<file path="src/hdl/pfs_pkg.sv">
// Package for the PLL factor search: constants, derived widths and shared types.
// No dependencies; every other file imports it.
package pfs_pkg;

    localparam int MAX_POSTDIV = 16;
    localparam int MAX_PREDIV  = 16;

    localparam int CLK_W   = 20;
    localparam int MULT_W  = 8;
    localparam int DIV_W   = 5;
    localparam int SHORT_W = 20;

    localparam int REF_KHZ     = 24000;
    localparam int VCO_MIN_KHZ = 192000;
    localparam int VCO_MAX_KHZ = 912000;
    localparam int MULT_MAX    = 128;

    localparam longint CLK_MAX = (longint'(1) << CLK_W) - 1;

    localparam int R_W    = $clog2(REF_KHZ);
    localparam int QC_W   = $clog2(CLK_MAX / REF_KHZ + 1);
    localparam int TGT_W  = $clog2(CLK_MAX * MAX_POSTDIV + 1);
    localparam int Q_W    = $clog2(CLK_MAX * MAX_POSTDIV / REF_KHZ + 1);
    localparam int M_W    = $clog2(MAX_PREDIV + 1);
    localparam int N_W    = Q_W + M_W + 1;
    localparam int K_MAX  = MAX_PREDIV * MAX_POSTDIV;
    localparam int K_W    = $clog2(K_MAX + 1);
    localparam int X_W    = $clog2(REF_KHZ + K_MAX);
    localparam int SH_W   = X_W + K_W;
    localparam int RCP_W  = SH_W + 1;
    localparam int SF_W   = R_W;
    localparam int P2     = 1 << $clog2(MAX_PREDIV);

    typedef struct packed {
        logic              have;
        logic [MULT_W-1:0] n;
        logic [DIV_W-1:0]  m;
        logic [DIV_W-1:0]  d;
        logic [SF_W-1:0]   sf;
    } t_best;

    typedef struct packed {
        logic [CLK_W-1:0] clk_khz;
        logic [QC_W-1:0]  qc;
        logic [R_W-1:0]   rc;
        logic [Q_W-1:0]   q;
        logic [R_W-1:0]   r;
        logic [TGT_W-1:0] tgt;
        t_best            best;
    } t_carry;

    typedef struct packed {
        logic              ok;
        logic [MULT_W-1:0] n;
        logic [SF_W-1:0]   sf;
    } t_lane_res;

    typedef struct packed {
        logic              ok;
        logic [MULT_W-1:0] n;
        logic [DIV_W-1:0]  m;
        logic [SF_W-1:0]   sf;
    } t_cand;

    typedef struct packed {
        logic [MULT_W-1:0]  mult;
        logic [DIV_W-1:0]   prediv;
        logic [DIV_W-1:0]   postdiv;
        logic [SHORT_W-1:0] shortfall;
        logic               found;
    } t_res;

endpackage

</file>
<file path="src/hdl/pfs_lane.sv">
// One predivider lane of a post-divider cell: multiplier and remainder, then shortfall.
// Two register stages; depends on pfs_pkg.
module pfs_lane import pfs_pkg::*; (
    input  logic             i_clk,
    input  logic             i_en,
    input  logic [M_W-1:0]   i_m,
    input  logic [K_W-1:0]   i_kmin1,
    input  logic [RCP_W-1:0] i_recip,
    input  logic [Q_W-1:0]   i_q,
    input  logic [R_W-1:0]   i_r,
    output t_lane_res        o_res
);

    localparam int RD_W = M_W + R_W;
    localparam int P_W  = X_W + RCP_W;

    logic [RD_W-1:0] w_rem;
    logic [M_W-1:0]  w_f;
    logic [N_W-1:0]  w_n;
    logic [N_W-1:0]  r_n;
    logic [R_W-1:0]  r_e;
    logic [X_W-1:0]  w_x;
    logic [P_W-1:0]  w_prod;
    t_lane_res       n_res;
    t_lane_res       r_res;

    always_comb begin
        w_rem = RD_W'(i_m) * RD_W'(i_r);
        w_f   = '0;
        for (int i = M_W - 1; i >= 0; i--) begin
            if (w_rem >= (RD_W'(REF_KHZ) << i)) begin
                w_rem  = w_rem - (RD_W'(REF_KHZ) << i);
                w_f[i] = 1'b1;
            end
        end
        w_n = N_W'(i_m) * N_W'(i_q) + N_W'(w_f);
    end

    // shortfall is the ceiling of remainder over m*d
    always_comb begin
        w_x       = X_W'(r_e) + X_W'(i_kmin1);
        w_prod    = P_W'(w_x) * P_W'(i_recip);
        n_res.ok  = (r_n != '0) && (r_n <= N_W'(MULT_MAX));
        n_res.n   = r_n[MULT_W-1:0];
        n_res.sf  = w_prod[SH_W +: SF_W];
    end

    always_ff @(posedge i_clk) begin
        if (i_en) begin
            r_n   <= w_n;
            r_e   <= w_rem[R_W-1:0];
            r_res <= n_res;
        end
    end

    assign o_res = r_res;

endmodule

</file>
<file path="config.mk">
export PLATFORM = sky130hd
export DESIGN_NAME = pfs_lane
export DESIGN_NICKNAME = d
export VERILOG_FILES = /design/src/hdl/pfs_pkg.sv /design/src/hdl/pfs_lane.sv
export SDC_FILE = /design/constraint.sdc
export NUM_CORES = 1
export LEC_CHECK = 0
export BUFFER_PORTS_ARGS = -buffer_cell sky130_fd_sc_hd__buf_2
export CAP_MARGIN = 20
export CORE_UTILIZATION = 61
export DETAILED_ROUTE_END_ITERATION = 10
export PLACE_DENSITY_LB_ADDON = 0.1
export REMOVE_ABC_BUFFERS = 1
export SLEW_MARGIN = 40
export SYNTH_ARGS = -nofsm -noshare
export SYNTH_HDL_FRONTEND = slang
export SYNTH_SLANG_ARGS = --single-unit
</file>
<file path="constraint.sdc">
create_clock -name i_clk -period 21.6 [get_ports i_clk]
set_input_delay 2.16 -clock i_clk [delete_from_list [all_inputs] [get_ports i_clk]]
set_output_delay 2.16 -clock i_clk [all_outputs]
set_load 0.005 [all_outputs]
</file>
==> results.toml, run 1 <==
[floorplanning]
core-area_mm2 = 0.03067
fp.dieW_um = 178.8
die-area_mm2 = 0.03198
rows = 64
initial_core_util = 0.6220
ios = 90
dieHeight_um = 178.8

[detailed_routing]
vias_per_cell = 5.807
first_pass_iters = 5
wirelength_mm = 45.84
vias = 14550
ant_nets = 0
drt-wirelength-per-cell_um = 18.30
drt-initial-drc-count = 860
drc = 0

[timing]
min_period_ns = 14.79
rsz0062_at_grt = "no"
final.setup_skew_ns = 0.02678
fin_tns_setup_ns = 0
fin_crit_sh = 0.6845
worst_slew_pin_slew_ns = 0.8572
relSlewSlack = 0.4286
finalSetupViolations = 0
fmax_ghz = 0.06763
finalMaxSlewViolations = 0
final-hold-violation-count = 0

[setup_path]
cp_top_family = "compound AO/OA/AOI/OAI gates"
cp.required_ns = 21.66
cp_slowest_cell = "fa_1"
path_max_fanout = 25
crit_top_cell = "ha_1"
slowest_delay_ns = 0.52
cp.buffers_inverters = 8
endpoint_kind = "flip-flop"
start_kind = "input port"
worstSetupPathType = "input port to flip-flop"
arrival_ns = 14.85

[clock_tree]
clk_latency_ns = 0.33
post_cts_buffers = 0
h-tree-depth = 2
cts_root_buffer = "clkbuf_16"
numCtsBuffers = 5
hold_buffers = 0
cts.repair.resized = 0
cts_tree = "built"
cts_buffer_depth = 2
cts.clk_slew.worst_paths_ns = 0.10
cts_sinks = 55

[logic_synthesis]
synth_top_cell_by_area = "fa_1"
synth_top_area_frac = 0.3820
yosysSeqAreaShare = 0.08658
synthTopCellsByArea = "fa_1, ha_1, edfxtp_1, and2_1, inv_1"
ys_warn_count = 0
async_flop_share = 0
syn_inst = 2072
netlist_area_mm2 = 0.01908
dominantRegCellSynth = "edfxtp_1"
avgSynthCellArea_um2 = 9.206
synth_cell_types = 95
ys_ff_latch = 55
synth_edf_count = 55

[placed_design]
gp_congestion = 0.9149
hpwl_mm = 36.18
port_buffers = 89

[cells_and_area]
fillers = 2619
multiInputGateArea_mm2 = 0.01602
nets = 2708
drive_gt1_frac = 0.08397
area_delta_synth_final_pct = 5.765
register_area_mm2 = 0.001652

[global_routing]
grt_overflow = 0
grt_pass1_vias = 15410
antenna_found_initial = 2
grt_pass1_wl_mm = 76.04
grt_max_degree = 56
grt_usage = 0.3032

[flow_run]
maxCapViolCount = 0

[hold_path]
hold_class = "flip-flop to flip-flop"

[outcome]
status = "complete, no violations"
## sequential cells by signal, summed over array words and instances, names as in the netlist
signal and cells:
r_n 16, r_e 15, o_res 24
## kinds of logic (layout without fill, tap and decap cells)
kind of cell,Yosys count,in the layout,synth area share
DFF,55,55,0.08658
muxes,15,15,0.009379
adders and majority gates,535,535,0.4942
other,0,1,0
AOI/OAI and AO/OA,274,274,0.1074
xor gates and xnor gates,82,82,0.03765
and+or+nand+nor,703,703,0.1837
buffers and inverters,408,444,0.08107
## synthesized netlist by cell type, types with 4 or more instances
cell and instances:
or2_2 7, o211a_1 5, a31oi_1 12, xnor2_1 56, nand3_1 34, a21oi_1 60
mux2_2 4, xor2_1 26, o21a_1 6, nor3_1 16, o31ai_1 7, o21ai_1 6
ha_1 171, clkbuf_1 70, a21o_1 24, edfxtp_1 55, nor4_1 7, o2111ai_1 5
o21ai_0 34, o21bai_1 20, a211oi_1 9, buf_2 6, a31o_2 5, nand2b_1 11
nor2_1 38, o211ai_1 17, nor2b_1 48, and2_1 201, a211o_1 4, nand4_1 7
mux2i_1 7, or3_1 5, inv_1 326, fa_1 364, nand2_1 305, and3_1 10
## routing by layer
metal  wire (um)  track usage
met1       18350       0.3821
met2       23590       0.5417
met3        2742      0.03859
met4        1146      0.08934
met5           8            0
## worst register-to-register path, delay by kind of cell, from the launching register on
family                   cells  cell delay (ns)
AO/OA/AOI/OAI               18             5.15
adder cells (fa/ha/maj)      9             3.87
buffers and inverters        3             0.48
AND/OR/NAND/NOR              5             0.92
XOR/XNOR                     2             0.61
flip-flops                   1             0.41
## area by class of cell
| class | count | area share |
|---|---|---|
| multi-input combinational | 1609 | 0.7938 |
| clock buffer | 5 | 0.006202 |
| tap | 396 | 0.02456 |
| timing repair buffer | 106 | 0.03051 |
| sequential | 55 | 0.08186 |
| clock inverter | 3 | 0.001550 |
| antenna | 1 | 0.0001240 |
| inverter | 330 | 0.06140 |
## cell usage in the layout, fill, tap and decap left out, types with 9 or more instances in the layout
| cell type | netlist | routed |
|---|---|---|
| nand3_1 | 34 | 34 |
| o211ai_1 | 17 | 17 |
| buf_4 | 2 | 13 |
| buf_2 | 6 | 89 |
| nor2b_1 | 48 | 48 |
| a21o_1 | 24 | 24 |
| nand2_1 | 305 | 305 |
| fa_1 | 364 | 363 |
| and3_1 | 10 | 10 |
| inv_1 | 326 | 326 |
| xor2_1 | 26 | 23 |
| o21bai_1 | 20 | 20 |
| ha_1 | 171 | 171 |
| nor2_1 | 38 | 38 |
| edfxtp_1 | 55 | 55 |
| nand2b_1 | 11 | 11 |
| and2_1 | 201 | 201 |
| a21oi_1 | 60 | 60 |
| a31oi_1 | 12 | 12 |
| a211oi_1 | 9 | 9 |
| o21ai_0 | 34 | 34 |
| xnor2_1 | 56 | 47 |
| nor3_1 | 16 | 16 |
## path summary, 6_finish.rpt
kind / cells after the start / from / slack [ns] / to
max: 56 / i_m[4] / 6.81 / r_n[14]
min: 0 / r_n[2] / 0.43 / o_res[17]
max reg2reg: 37 / r_e[0] / 9.95 / o_res[14]
min reg2reg: 0 / r_n[2] / 0.43 / o_res[17]
## per-stage QoR
stage	utilization	area, um^2	hold WS, ns	setup slack, ns	std cells
after floorplan	-	18770	0.4169	8.394	1994
after global placement	0.6502	19940	0.4324	7.133	2492
after detailed placement	0.6527	20020	0.4401	6.665	2496
after CTS	0.6578	20170	0.4345	6.963	2504
after global routing	0.6578	20170	0.4497	5.798	2504
final	0.6578	20180	0.4284	6.814	2505
Power of run 1 is not shown: default switching activity piles up to over one toggle a cycle in this logic, so the estimate is an artifact.
==> run 2: changes to the inputs <==
--- a/config.mk
+++ b/config.mk
@@ -5,9 +5,10 @@
 export SDC_FILE = /design/constraint.sdc
 export NUM_CORES = 1
 export LEC_CHECK = 0
+export ABC_AREA = 1
 export BUFFER_PORTS_ARGS = -buffer_cell sky130_fd_sc_hd__buf_2
 export CAP_MARGIN = 20
-export CORE_UTILIZATION = 61
+export CORE_UTILIZATION = 59
 export DETAILED_ROUTE_END_ITERATION = 10
 export PLACE_DENSITY_LB_ADDON = 0.1
 export REMOVE_ABC_BUFFERS = 1
==> constraint.sdc (replaced) <==
create_clock -name i_clk -period 12.8 [get_ports i_clk]
set_input_delay 1.28 -clock i_clk [delete_from_list [all_inputs] [get_ports i_clk]]
set_output_delay 1.28 -clock i_clk [all_outputs]
set_load 0.005 [all_outputs]
==> results.toml, run 2 <==
[hold_path]
hp-start = "r_n[6]"
hold_depth = 0
hold_end = "o_res[21]"
hold_class = "flip-flop to flip-flop"

[logic_synthesis]
synth_edf_count = 55
avgSynthCellArea_um2 = 7.859
yosys-top-cells-count = "nand2_1, inv_1, fa_1"
synthTopCellsByArea = "fa_1, nand2_1, inv_1, ha_1, edfxtp_1"
ys_warn_count = 0
synth_top_area_frac = 0.3562
synth_top_cell_by_area = "fa_1"
yosysSeqAreaShare = 0.08074
async_flop_share = 0
syn_inst = 2603
dominantRegCellSynth = "edfxtp_1"
ys_ff_latch = 55
netlist_area_mm2 = 0.02046
synth.most_common_cell = "nand2_1"
synth_cell_types = 53

[global_routing]
grt_pass1_wl_mm = 84.79
grt_overflow = 0
grt_usage = 0.3019
grt_pass1_vias = 17590
grt_max_degree = 56
antenna_found_initial = 1

[setup_path]
ff2ff_setup_slack_ns = 2.87
arrival_ns = 11.89
path_max_fanout = 25
crit_top_cell = "nand2_2"
rr_worst_depth = 43
r2r-end = "o_res[14]"
worstSetupPathType = "input port to flip-flop"
endpoint_kind = "flip-flop"
cp_slowest_cell = "fa_1"
slowest_delay_ns = 0.55
cp.required_ns = 12.88
r2r-start = "r_e[1]"
start_kind = "input port"

[clock_tree]
cts_buffer_depth = 2
cts_sinks = 55
clk_latency_ns = 0.32
cts_root_buffer = "clkbuf_16"
cts.clk_slew.worst_paths_ns = 0.08
h-tree-depth = 2
cts_tree = "built"
hold_buffers = 0
numCtsBuffers = 5

[timing]
fin_crit_sh = 0.9229
fmax_ghz = 0.08465
holdWs_ns = 0.4556
relSlewSlack = 0.4419
min_period_ns = 11.81
finalMaxSlewViolations = 0
worst_slew_pin_slew_ns = 0.8362
finalSetupViolations = 0
final.setup_skew_ns = 0.002662
final-hold-violation-count = 0

[floorplanning]
initial_core_util = 0.6055
ios = 90
die-area_mm2 = 0.03542
rows = 67
fp.dieW_um = 188.2
dieHeight_um = 188.2
core-area_mm2 = 0.03378

[outcome]
status = "complete, no violations"

[detailed_routing]
drt-wirelength-per-cell_um = 16.25
ant_nets = 0
drt-initial-drc-count = 817
first_pass_iters = 5
wirelength_mm = 50.10
drc = 0
vias = 16280
vias_per_cell = 5.280

[placed_design]
hpwl_mm = 41.60
gp_congestion = 0.8793
port_buffers = 89

[cells_and_area]
final_cell_mix = "nand2_1, inv_1, fa_1, ha_1, nor2_1"
area_delta_synth_final_pct = 4.386
nets = 3235
layout_commonest_cell = "nand2_1"
largest_register_ffs = 24
num_antenna_cells = 0
drive_gt1_frac = 0.1302

[flow_run]
maxCapViolCount = 0
-- run 2: kinds of logic (layout without fill, tap and decap cells) --
kind of cell / count (synthesis) / count (layout) / share of synthesized area
xor gates and xnor gates: 54 / 54 / 0.02349
adders and majority gates: 535 / 535 / 0.4608
DFF: 55 / 55 / 0.08074
buffers and inverters: 698 / 730 / 0.1343
and+or+nand+nor: 1160 / 1160 / 0.2714
AOI/OAI and AO/OA: 101 / 101 / 0.02930
-- run 2: cell type report --
class	count	area (um^2)
multi-input cells	1850	16080
fillers	3088	12430
inverters	619	2346
flip-flops and latches	55	1652
well taps	448	560.5
repair buffers	103	555.5
clock buffers	5	125.1
clock inverters	3	33.78
-- run 2: repair_timing --
item                       in CTS  in global routing
setup buffers                   0                  5
hold endpoints to repair        0                  0
resized for setup               0                  4
setup endpoints to repair       0                  1
-- run 2: how the worst max path moves through the flow --
stage / from / endpoint / cells past startpoint
after CTS: i_m[2] / r_n[14] / 74
final: i_m[4] / r_n[14] / 74
after global placement: i_m[2] / r_n[14] / 74
after detailed placement: i_m[2] / r_n[14] / 76
after floorplan: i_m[4] / r_n[14] / 75
after global routing: i_m[4] / r_n[14] / 76
-- run 2: critical path, delay by kind of cell --
family / cells / cell delay [ns]
AOI/OAI and AO/OA: 7 / 0.87
xor gates and xnor gates: 1 / 0.13
adders and majority gates: 11 / 3.33
buffers and inverters: 11 / 0.99
and+or+nand+nor: 44 / 5.19
-- run 2: per-stage QoR --
stage / utilization / instance area [um^2] / worst slack [ns] / setup TNS (ns) / cells
2_1_floorplan: - / 20060 / 1.826 / 0 / 2524
3_3_place_gp: 0.6254 / 21130 / 0.7057 / 0 / 3070
3_5_place_dp: 0.6255 / 21130 / 0.4139 / 0 / 3070
4_1_cts: 0.6302 / 21290 / 0.7322 / 0 / 3078
5_1_grt: 0.6321 / 21350 / -0.002978 / -0.002978 / 3083
6_report: 0.6321 / 21350 / 0.9864 / 0 / 3083
-- run 2: per-layer routing --
layer / routed length, um / global-route usage / vias up / part of all wire
li1: - / - / 7754 / -
met1: 19670 / 0.3544 / 7959 / 0.39
met2: 26030 / 0.5585 / 445 / 0.52
met3: 2060 / 0.02272 / 118 / 0.041
met4: 2320 / 0.1410 / 2 / 0.046
met5: 13 / 0 / - / 0.00026
Power of run 2 is left out for the same reason.
